`config.mk`:
```
export PLATFORM = sky130hd
export DESIGN_NAME = canonical_decimal_int32_check
export DESIGN_NICKNAME = d
export VERILOG_FILES = /design/src/sv/cdi32_pkg.sv /design/src/sv/cdi32_parse_core.sv /design/src/sv/canonical_decimal_int32_check.sv
export SDC_FILE = /design/constraint.sdc
export NUM_CORES = 1
export LEC_CHECK = 0
export ABC_AREA = 1
export BUFFER_PORTS_ARGS = -buffer_cell sky130_fd_sc_hd__buf_2
export CAP_MARGIN = 20
export CELL_PAD_IN_SITES_DETAIL_PLACEMENT = 0
export CELL_PAD_IN_SITES_GLOBAL_PLACEMENT = 2
export CORE_ASPECT_RATIO = 0.9
export CORE_MARGIN = 1.5
export CORE_UTILIZATION = 36
export CTS_CLUSTER_DIAMETER = 60
export DETAILED_ROUTE_END_ITERATION = 7
export MAX_ROUTING_LAYER = met4
export PLACE_DENSITY_LB_ADDON = 0.2
export SYNTH_ARGS = -nofsm -noshare
export SYNTH_HDL_FRONTEND = slang
export SYNTH_SLANG_ARGS = --single-unit
```
`constraint.sdc`:
```
create_clock -name clk -period 6.8 [get_ports clk]
set_input_delay 0.34 -clock clk [delete_from_list [all_inputs] [get_ports clk]]
set_output_delay 0.34 -clock clk [all_outputs]
set_load 0.02 [all_outputs]
```
`src/sv/cdi32_pkg.sv`:
```
// types and constants of the canonical decimal int32 checker
// no dependencies
`timescale 1ns / 1ps

package cdi32_pkg;

	// character codes
	localparam logic [7:0] CHAR_MINUS = 8'h2D;
	localparam logic [7:0] CHAR_ZERO  = 8'h30;
	localparam logic [7:0] CHAR_NINE  = 8'h39;

	// magnitude limits and digit limit
	localparam logic [31:0] POS_LIMIT  = 32'h7FFF_FFFF;
	localparam logic [31:0] NEG_LIMIT  = 32'h8000_0000;
	localparam logic [3:0]  MAX_DIGITS = 4'd10;
	localparam logic [3:0]  COUNT_SAT  = 4'd15;

	// parse phase
	typedef enum logic [2:0] {
		PH_START  = 3'd0,
		PH_MINUS  = 3'd1,
		PH_DIGITS = 3'd2,
		PH_ZERO   = 3'd3
	} phase_t;

	// input transaction
	typedef struct packed {
		logic [7:0] char_byte;
		logic       has_char;
		logic       end_of_string;
	} in_item_t;

	// result transaction
	typedef struct packed {
		logic               is_valid;
		logic signed [31:0] parsed_value;
	} out_item_t;

	// parser state
	typedef struct packed {
		phase_t      phase;
		logic        negative_seen;
		logic [31:0] magnitude_acc;
		logic [3:0]  digit_count;
		logic        error_seen;
	} parse_state_t;

	localparam parse_state_t STATE_RESET = '{
		phase:         PH_START,
		negative_seen: 1'b0,
		magnitude_acc: 32'd0,
		digit_count:   4'd0,
		error_seen:    1'b0
	};

endpackage

```
`src/sv/cdi32_parse_core.sv`:
```
// parser state register and per-character step logic
// depends on cdi32_pkg
`timescale 1ns / 1ps

module cdi32_parse_core (
	input  logic                 clk,
	input  logic                 arst_n,
	input  logic                 step_en,
	input  cdi32_pkg::in_item_t  item,
	output cdi32_pkg::out_item_t result
);

	cdi32_pkg::parse_state_t state_q;
	cdi32_pkg::parse_state_t add_state;
	cdi32_pkg::parse_state_t nxt;

	logic [7:0]  char_diff;
	logic [3:0]  digit;
	logic        is_digit;
	logic        is_minus;
	logic [35:0] mag10;
	logic [3:0]  cnt_inc;
	logic        ok;
	logic [31:0] val;

	// character classification
	assign is_minus  = (item.char_byte == cdi32_pkg::CHAR_MINUS);
	assign is_digit  = (item.char_byte >= cdi32_pkg::CHAR_ZERO) &&
		(item.char_byte <= cdi32_pkg::CHAR_NINE);
	assign char_diff = item.char_byte - cdi32_pkg::CHAR_ZERO;
	assign digit     = char_diff[3:0];

	// times ten plus digit, with saturating digit count
	assign mag10 = {1'b0, state_q.magnitude_acc, 3'b000} +
		{3'b000, state_q.magnitude_acc, 1'b0} + {32'd0, digit};
	assign cnt_inc = (state_q.digit_count == cdi32_pkg::COUNT_SAT) ?
		state_q.digit_count : state_q.digit_count + 4'd1;

	// state after appending one digit
	always_comb begin
		add_state = state_q;
		add_state.digit_count = cnt_inc;
		if (cnt_inc > cdi32_pkg::MAX_DIGITS || mag10 > {4'd0, cdi32_pkg::NEG_LIMIT}) begin
			add_state.error_seen = 1'b1;
		end else begin
			add_state.magnitude_acc = mag10[31:0];
		end
	end

	// next state for the current character
	always_comb begin
		nxt = state_q;
		if (item.has_char && !state_q.error_seen) begin
			case (state_q.phase)
				cdi32_pkg::PH_START: begin
					if (is_minus) begin
						nxt.negative_seen = 1'b1;
						nxt.phase = cdi32_pkg::PH_MINUS;
					end else if (is_digit && digit == 4'd0) begin
						nxt.digit_count = 4'd1;
						nxt.phase = cdi32_pkg::PH_ZERO;
					end else if (is_digit) begin
						nxt = add_state;
						nxt.phase = cdi32_pkg::PH_DIGITS;
					end else begin
						nxt.error_seen = 1'b1;
					end
				end
				cdi32_pkg::PH_MINUS: begin
					if (is_digit && digit != 4'd0) begin
						nxt = add_state;
						nxt.phase = cdi32_pkg::PH_DIGITS;
					end else begin
						nxt.error_seen = 1'b1;
					end
				end
				cdi32_pkg::PH_DIGITS: begin
					if (is_digit) begin
						nxt = add_state;
					end else begin
						nxt.error_seen = 1'b1;
					end
				end
				default: begin
					// lone leading zero takes no further character
					nxt.error_seen = 1'b1;
				end
			endcase
		end
	end

	// verdict and signed value from the updated state
	always_comb begin
		ok  = !nxt.error_seen &&
			(nxt.phase == cdi32_pkg::PH_DIGITS || nxt.phase == cdi32_pkg::PH_ZERO);
		val = 32'd0;
		if (ok) begin
			if (nxt.negative_seen) begin
				if (nxt.magnitude_acc > cdi32_pkg::NEG_LIMIT) begin
					ok = 1'b0;
				end else begin
					val = 32'd0 - nxt.magnitude_acc;
				end
			end else begin
				if (nxt.magnitude_acc > cdi32_pkg::POS_LIMIT) begin
					ok = 1'b0;
				end else begin
					val = nxt.magnitude_acc;
				end
			end
		end
		result.is_valid     = ok;
		result.parsed_value = $signed(val);
	end

	// state register, cleared after each string
	always_ff @(posedge clk or negedge arst_n) begin
		if (!arst_n) begin
			state_q <= cdi32_pkg::STATE_RESET;
		end else if (step_en) begin
			state_q <= item.end_of_string ? cdi32_pkg::STATE_RESET : nxt;
		end
	end

endmodule

```
`src/sv/canonical_decimal_int32_check.sv`:
```
// top level of the canonical decimal int32 checker
// depends on cdi32_pkg and cdi32_parse_core
`timescale 1ns / 1ps

// Takes a string one byte per transaction and, on the transaction marked
// end_of_string, returns one result: whether the string is the canonical
// decimal form of a signed 32-bit integer (optional '-', no leading zero,
// no "-0", in range) and its value, or 0 when not valid. One character is
// accepted every cycle while input is not stalled; the result is offered in
// the cycle after its end transaction leaves the input register, which it
// does once the result register is free. The parse state register steps
// once per character, fed from an input register, with a result register on
// the output side so input keeps flowing while a result waits. Input stalls
// only while an end transaction sits in the input register behind a result
// that is not being taken.

module canonical_decimal_int32_check (
	input  logic                 clk,
	input  logic                 arst_n,
	input  logic                 char_valid,
	output logic                 char_ready,
	input  cdi32_pkg::in_item_t  char_data,
	output logic                 res_valid,
	input  logic                 res_ready,
	output cdi32_pkg::out_item_t res_data
);

	logic                 valid_s1;
	cdi32_pkg::in_item_t  item_s1;
	logic                 res_valid_q;
	cdi32_pkg::out_item_t res_data_q;
	cdi32_pkg::out_item_t core_result;
	logic                 out_free;
	logic                 s1_go;

	// stage advance: end transactions need room in the result register
	assign out_free   = !res_valid_q || res_ready;
	assign s1_go      = valid_s1 && (!item_s1.end_of_string || out_free);
	assign char_ready = !valid_s1 || s1_go;

	// input register
	always_ff @(posedge clk or negedge arst_n) begin
		if (!arst_n) begin
			valid_s1 <= 1'b0;
		end else if (char_ready) begin
			valid_s1 <= char_valid;
		end
	end

	always_ff @(posedge clk) begin
		if (char_ready && char_valid) begin
			item_s1 <= char_data;
		end
	end

	cdi32_parse_core u_core (
		.clk     (clk),
		.arst_n  (arst_n),
		.step_en (s1_go),
		.item    (item_s1),
		.result  (core_result)
	);

	// result register
	always_ff @(posedge clk or negedge arst_n) begin
		if (!arst_n) begin
			res_valid_q <= 1'b0;
		end else if (s1_go && item_s1.end_of_string) begin
			res_valid_q <= 1'b1;
		end else if (res_ready) begin
			res_valid_q <= 1'b0;
		end
	end

	always_ff @(posedge clk) begin
		if (s1_go && item_s1.end_of_string) begin
			res_data_q <= core_result;
		end
	end

	assign res_valid = res_valid_q;
	assign res_data  = res_data_q;

endmodule

```
# == Word-level counts from Yosys, hierarchy flattened ==
# Cells that the tools add are included.
# classes
n_addsub,5
order_cmp,6
n_eq_ne,10
muxes,26
n_reduce_logical,25
# op_table
cell,count
$mux 32,4
$pmux 40 s3,1
$mux 41,2
$mux 40,2
$mux 37,1
$add 35x33->36,1
$add 36x4->36,1
$gt 36x32->1 const B,1
$mux 36,1
$mux 33,1
$gt 32x31->1 const B,1
$gt 32x32->1 const B,1
$sub 1x32->32 const A,1
$mux 4,3
$eq 3x2->1 const B,3
$mux 1,9
$eq 8x6->1 const B,1
$ge 8x6->1 const B,1
$le 8x6->1 const B,1
$logic_and 1x1->1,8
$reduce_bool 4->1,2
$reduce_and 7->1,1
$ne 3x2->1 const B,2
$logic_not 1->1,5
other kinds (13),18
# word_totals
register_bits,86
input_bits,14
word_cells,84

# == Longest topological paths before layout ==
# logic_depth
word_depth,13
mapped_depth,39
ltp_nobuf,37

# == Cells and area by module ==
# A second synthesis with hierarchy kept.
# hier_totals
cells_unflattened,1399
area_unflattened_um2,8817.2
# by_module_without_submodules
mod,n_inst,cells_each,area_per_inst_um2,seq_area_each_um2
cdi32_parse_core,1,1341,7415.9,1026.0
canonical_decimal_int32_check,1,58,1401.3,1341.3

# == Worst setup path before layout ==
# OpenSTA, ideal clock, no wires.
# synth_timing
path_type,reg-to-reg
startpoint,register u_core.state_q[7] (netlist bit)
endpoint,"register res_data_q, in the netlist res_data[10], data pin"
t_arrival_ps,4527
setup_slack_ps,2127
path_stages_with_launch,35
n_path_buf,3
synth_period_minus_slack_ps,4673
cell_sequence,dfrtp_1 inv_1 fa_1 fa_1 inv_1 nand2_1 nand2_1 and2_1 nand2_1 nand3_1 nand2_1 nand3_1 nand2_1 nor2_1 nand2_1 nor2_1 nand3_2 buf_2 buf_6 nand3_1 nand2_1 nand2_1 nand2_1 nand3b_1 nand2_1 ha_1 nand2_1 nor2_1 nand2_1 nor2_4 nand2_2 a21oi_4 buf_6 nand2_1 a21oi_1
# synth_via
elab_chain_len,13
# synth_lines
item,line_no,source
from (decl),cdi32_parse_core.sv:13,cdi32_pkg::parse_state_t state_q;
from (signal assigned),cdi32_parse_core.sv:119,state_q <= cdi32_pkg::STATE_RESET;
from (signal assigned),cdi32_parse_core.sv:121,state_q <= item.end_of_string ? cdi32_pkg::STATE_RESET : nxt;
$add 35x33->36,cdi32_parse_core.sv:34,"assign mag10 = {1'b0, state_q.magnitude_acc, 3'b000} +"
$add 36x4->36,cdi32_parse_core.sv:35,"{3'b000, state_q.magnitude_acc, 1'b0} + {32'd0, digit};"
$gt 36x32->1,cdi32_parse_core.sv:43,"if (cnt_inc > cdi32_pkg::MAX_DIGITS || mag10 > {4'd0, cdi32_pkg::NEG_LIMIT}) begin"
$logic_or 1x1->1,cdi32_parse_core.sv:43,
$mux 32,cdi32_parse_core.sv:43,
$mux 40,cdi32_parse_core.sv:62,end else if (is_digit) begin
$mux 33,cdi32_parse_core.sv:59,end else if (is_digit && digit == 4'd0) begin
$mux 37,cdi32_parse_core.sv:56,if (is_minus) begin
$pmux 40 s3,cdi32_parse_core.sv:54,case (state_q.phase)
$mux 41 *,cdi32_parse_core.sv:53,if (item.has_char && !state_q.error_seen) begin
"$sub 1x32->32, or another cell as far along",cdi32_parse_core.sv:102,val = 32'd0 - nxt.magnitude_acc;
$mux 32 (on tied branches),"cdi32_parse_core.sv:99, cdi32_parse_core.sv:105",
$mux 32,cdi32_parse_core.sv:98,if (nxt.negative_seen) begin
to (signal assigned),canonical_decimal_int32_check.sv:77,res_data_q <= core_result;
to (decl),canonical_decimal_int32_check.sv:31,cdi32_pkg::out_item_t res_data_q;
# Mark *: on every way between the ends. The rest lies on a longest branch, timed or not. The select of a mux whose other input is x is not followed.
# A chain may end at the register's enable or synchronous reset.

# == Worst setup path after layout ==
# Ends and elaborated chain as after synthesis.

==> metrics.md <==
| Metric | Value |
|---|---|
| Initial antenna violation count | 0 |
| Element type at the critical path end | flop |
| Grt ovf | 0 |
| Clk Latency, worst-skew pair | 0.37 ns |
| CTS Buf Count | 9 |
| Slew Limit Fails | 0 |
| Initial DRC Count | 950 |
| Vias per inst | 5.202 |
| I/O Buffers | 48 |
| DPL Wire Length | 27160 um |
| CTS H-tree depth | 3 |
| Pleak | 5.766 nW |
| Area leader, netlist | nand2_1 |
| Worst-path fanout max | 27 |
| Min Hold Slack | 0.09359 ns |
| Reg-to-Reg Start | u_core.state_q[7]$_DFFE_PN0P_ |
| Synth Cell Area | 10080 um2 |
| Crit path top cell by count | nand2_1 |
| Sequential fraction of the synthesis area | 23.49% |
| Die area | 29010 um2 |
| CTS sink cnt | 86 |
| Synth top cells by count | nand2_1 (648), inv_1 (225), nand3_1 (217) |
| Core area | 27240 um2 |
| Syn_area_per_cell | 5.863 um2 |
| Vias in the first global route | 10243 |
| Largest net degree at the start of global routing | 51 |
| Main synth FF type | edfxtp_1 |
| First-pass GRT wire length | 57250 um |
| DRT Wirelength | 36090 um |
| Number of flops mapped to enable cells by yosys | 43 |
| Fin cells | 2101 |
| Mapped Cells | 1719 |
| Tightest Pin Transition | 0.8578 ns |
| Setup Buffers After CTS | 0 |
| Flops & latches, synth | 86 |
| Synth top area share | 24.13% |
| Final Hold Fails | 0 |
| ANT nets after route | 0 |
| Synth top area cells | nand2_1 (24%), edfxtp_1 (13%), nand3_1 (11%), dfrtp_1 (11%), inv_1 (8.4%) |
| Dpl cells | 2085 |
| Syn nets | 1801 |
| Die W | 179.4 um |
| Share of layout cells above drive strength 1 | 6.812% |
| Finished Core Util | 40.27% |
| Critical path class | flop to flop |
| Slew headroom | 42.75% |
| Setup TNS | 0 ns |
| Worst Setup SP | u_core.state_q[7]$_DFFE_PN0P_ |
| Peak Freq | 165.4 MHz |
| GPL Wtd Cong | 0.8659 |
| Worst path slowest cell | fa_1 |
| Synthesis Warnings | 0 |
| Root Driver | clkbuf_16 |
| CTS tree | done |
| DRC Markers | 0 |
| Clock transition at path regs | 0.07 ns |
| NumNets Final | 1824 |
| Count leader, synth | nand2_1 |
| Die Y | 161.7 um |
| Row Count | 57 |
| Total iterations of the first detailed-routing run | 5 |
| Final min period | 6.045 ns |
| Starting Density | 36.99% |
| Via count | 10930 |
| Worst vdd ir | 0.1479 mV |
| R2r worst-path depth | 32 |
| Ant diodes | 0 |
| Max_cap viols | 0 |
| Critical Path Max Stage Delay | 0.49 ns |
| Synth cell types | 45 |
| RSZ-0062 raised after global routing | false |
| Worst Path Required | 7.01 ns |
| WL/cell | 17.18 um |
| Clock Skew | 0.007592 ns |
| # resized after CTS | 0 |
| CP Launch Type | flop |
| Critical path arrival | 6.26 ns |
| P per Cell Area | 261.6 nW/um2 |
| Total global-route track usage | 26.56% |
| I/O Pins | 49 |
| Clock Path Buffers | 2 |
| Hold Path Class | input port to async pin |
| Final setup viols | 0 |
| Final period utilization | 88.89% |
| Outcome | finished, final reports clean |
| Hold_buf cts | 0 |
| Layout area overhead | 8.851% |
| Ys async rst share | 50.00% |
==> stage by stage <==
stage | worst slack (ns) | instance area (um2) | power [mW]
floorplan | 2.127 | 10080 | 1.884
global placement | 0.9444 | 10680 | 2.367
detailed placement | 0.8623 | 10680 | 2.371
CTS | 0.8380 | 10970 | 2.887
global route | 0.2230 | 10970 | 3.127
finish | 0.7555 | 10970 | 2.870
==> worst paths after layout <==
path / endpoint / slack [ns]
worst min-delay path: u_core.state_q[36]$_DFFE_PN0P_ / 0.09
max in group asynchronous: u_core.state_q[3]$_DFFE_PN0P_ / 6.25
worst max register to register: res_data[10]$_SDFFCE_PN0P_ / 0.76
worst max-delay path: res_data[10]$_SDFFCE_PN0P_ / 0.76
min in group clk: item_s1[5]$_DFFE_PP_ / 0.15
worst min register to register: u_core.state_q[4]$_DFFE_PN0P_ / 0.54
==> registers in the layout, summed over array words and instances (netlist names) <==
signal	count
u_core.add_state	4
valid_s1	1
item_s1	10
u_core.state_q	37
res_data	33
res_valid	1
==> area by class of cell <==
| type | count | area [um2] |
|---|---|---|
| inverters | 246 | 923.4 |
| clock inverters | 4 | 30.03 |
| repair buffers | 66 | 387.9 |
| well taps | 354 | 442.9 |
| flip-flops and latches | 86 | 2367 |
| clock buffers | 12 | 257.7 |
| fillers | 3078 | 16270 |
| multi-input cells | 1333 | 6561 |
==> cells by family (layout without fill, tap and decap cells) <==
group	count (synthesis)	count (layout)	synth area share, %
adders and majority gates	68	68	8.591
AOI/OAI and AO/OA	171	171	9.696
xor gates and xnor gates	21	21	1.825
and+or+nand+nor	1073	1073	44.67
DFF	86	86	23.49
buffers and inverters	300	328	11.73
==> worst max-delay path: cells and delay by family, from the launching register on <==
kind / cells / cell delay (ns)
AND/OR/NAND/NOR: 24 / 3.38
adder cells (fa/ha/maj): 2 / 0.97
buffers and inverters: 4 / 0.79
flip-flops: 1 / 0.41
AO/OA/AOI/OAI: 2 / 0.28
==> power by group <==
group	total, mW	leakage (nW)	switching (mW)	internal [mW]
clock	0.500	0.138	0.229	0.271
combinational	1.69	4.64	1.19	0.508
sequential	0.675	0.990	0.0752	0.600
==> placed cells by master, fill, tap and decap left out, drive strengths merged, types with 14 or more instances in the layout <==
| master | count |
|---|---|
| a211oi | 14 |
| a21oi | 79 |
| buf | 66 |
| dfrtp | 43 |
| edfxtp | 43 |
| ha | 66 |
| inv | 242 |
| nand2 | 651 |
| nand3 | 218 |
| nand3b | 28 |
| nor2 | 150 |
| o21ai | 34 |
| o22ai | 34 |
| xor2 | 16 |
==> metal layers <==
| metal | vias up | wire length [um] | global-route usage [%] |
|---|---|---|---|
| met5 | - | 0 | - |
| met4 | 0 | 626 | 5.748 |
| met3 | 36 | 1887 | 3.488 |
| met2 | 294 | 16050 | 41.28 |
| met1 | 5024 | 17530 | 36.75 |
| li1 | 5576 | - | - |
No activity file was read; power rests on OpenSTA's default activity.
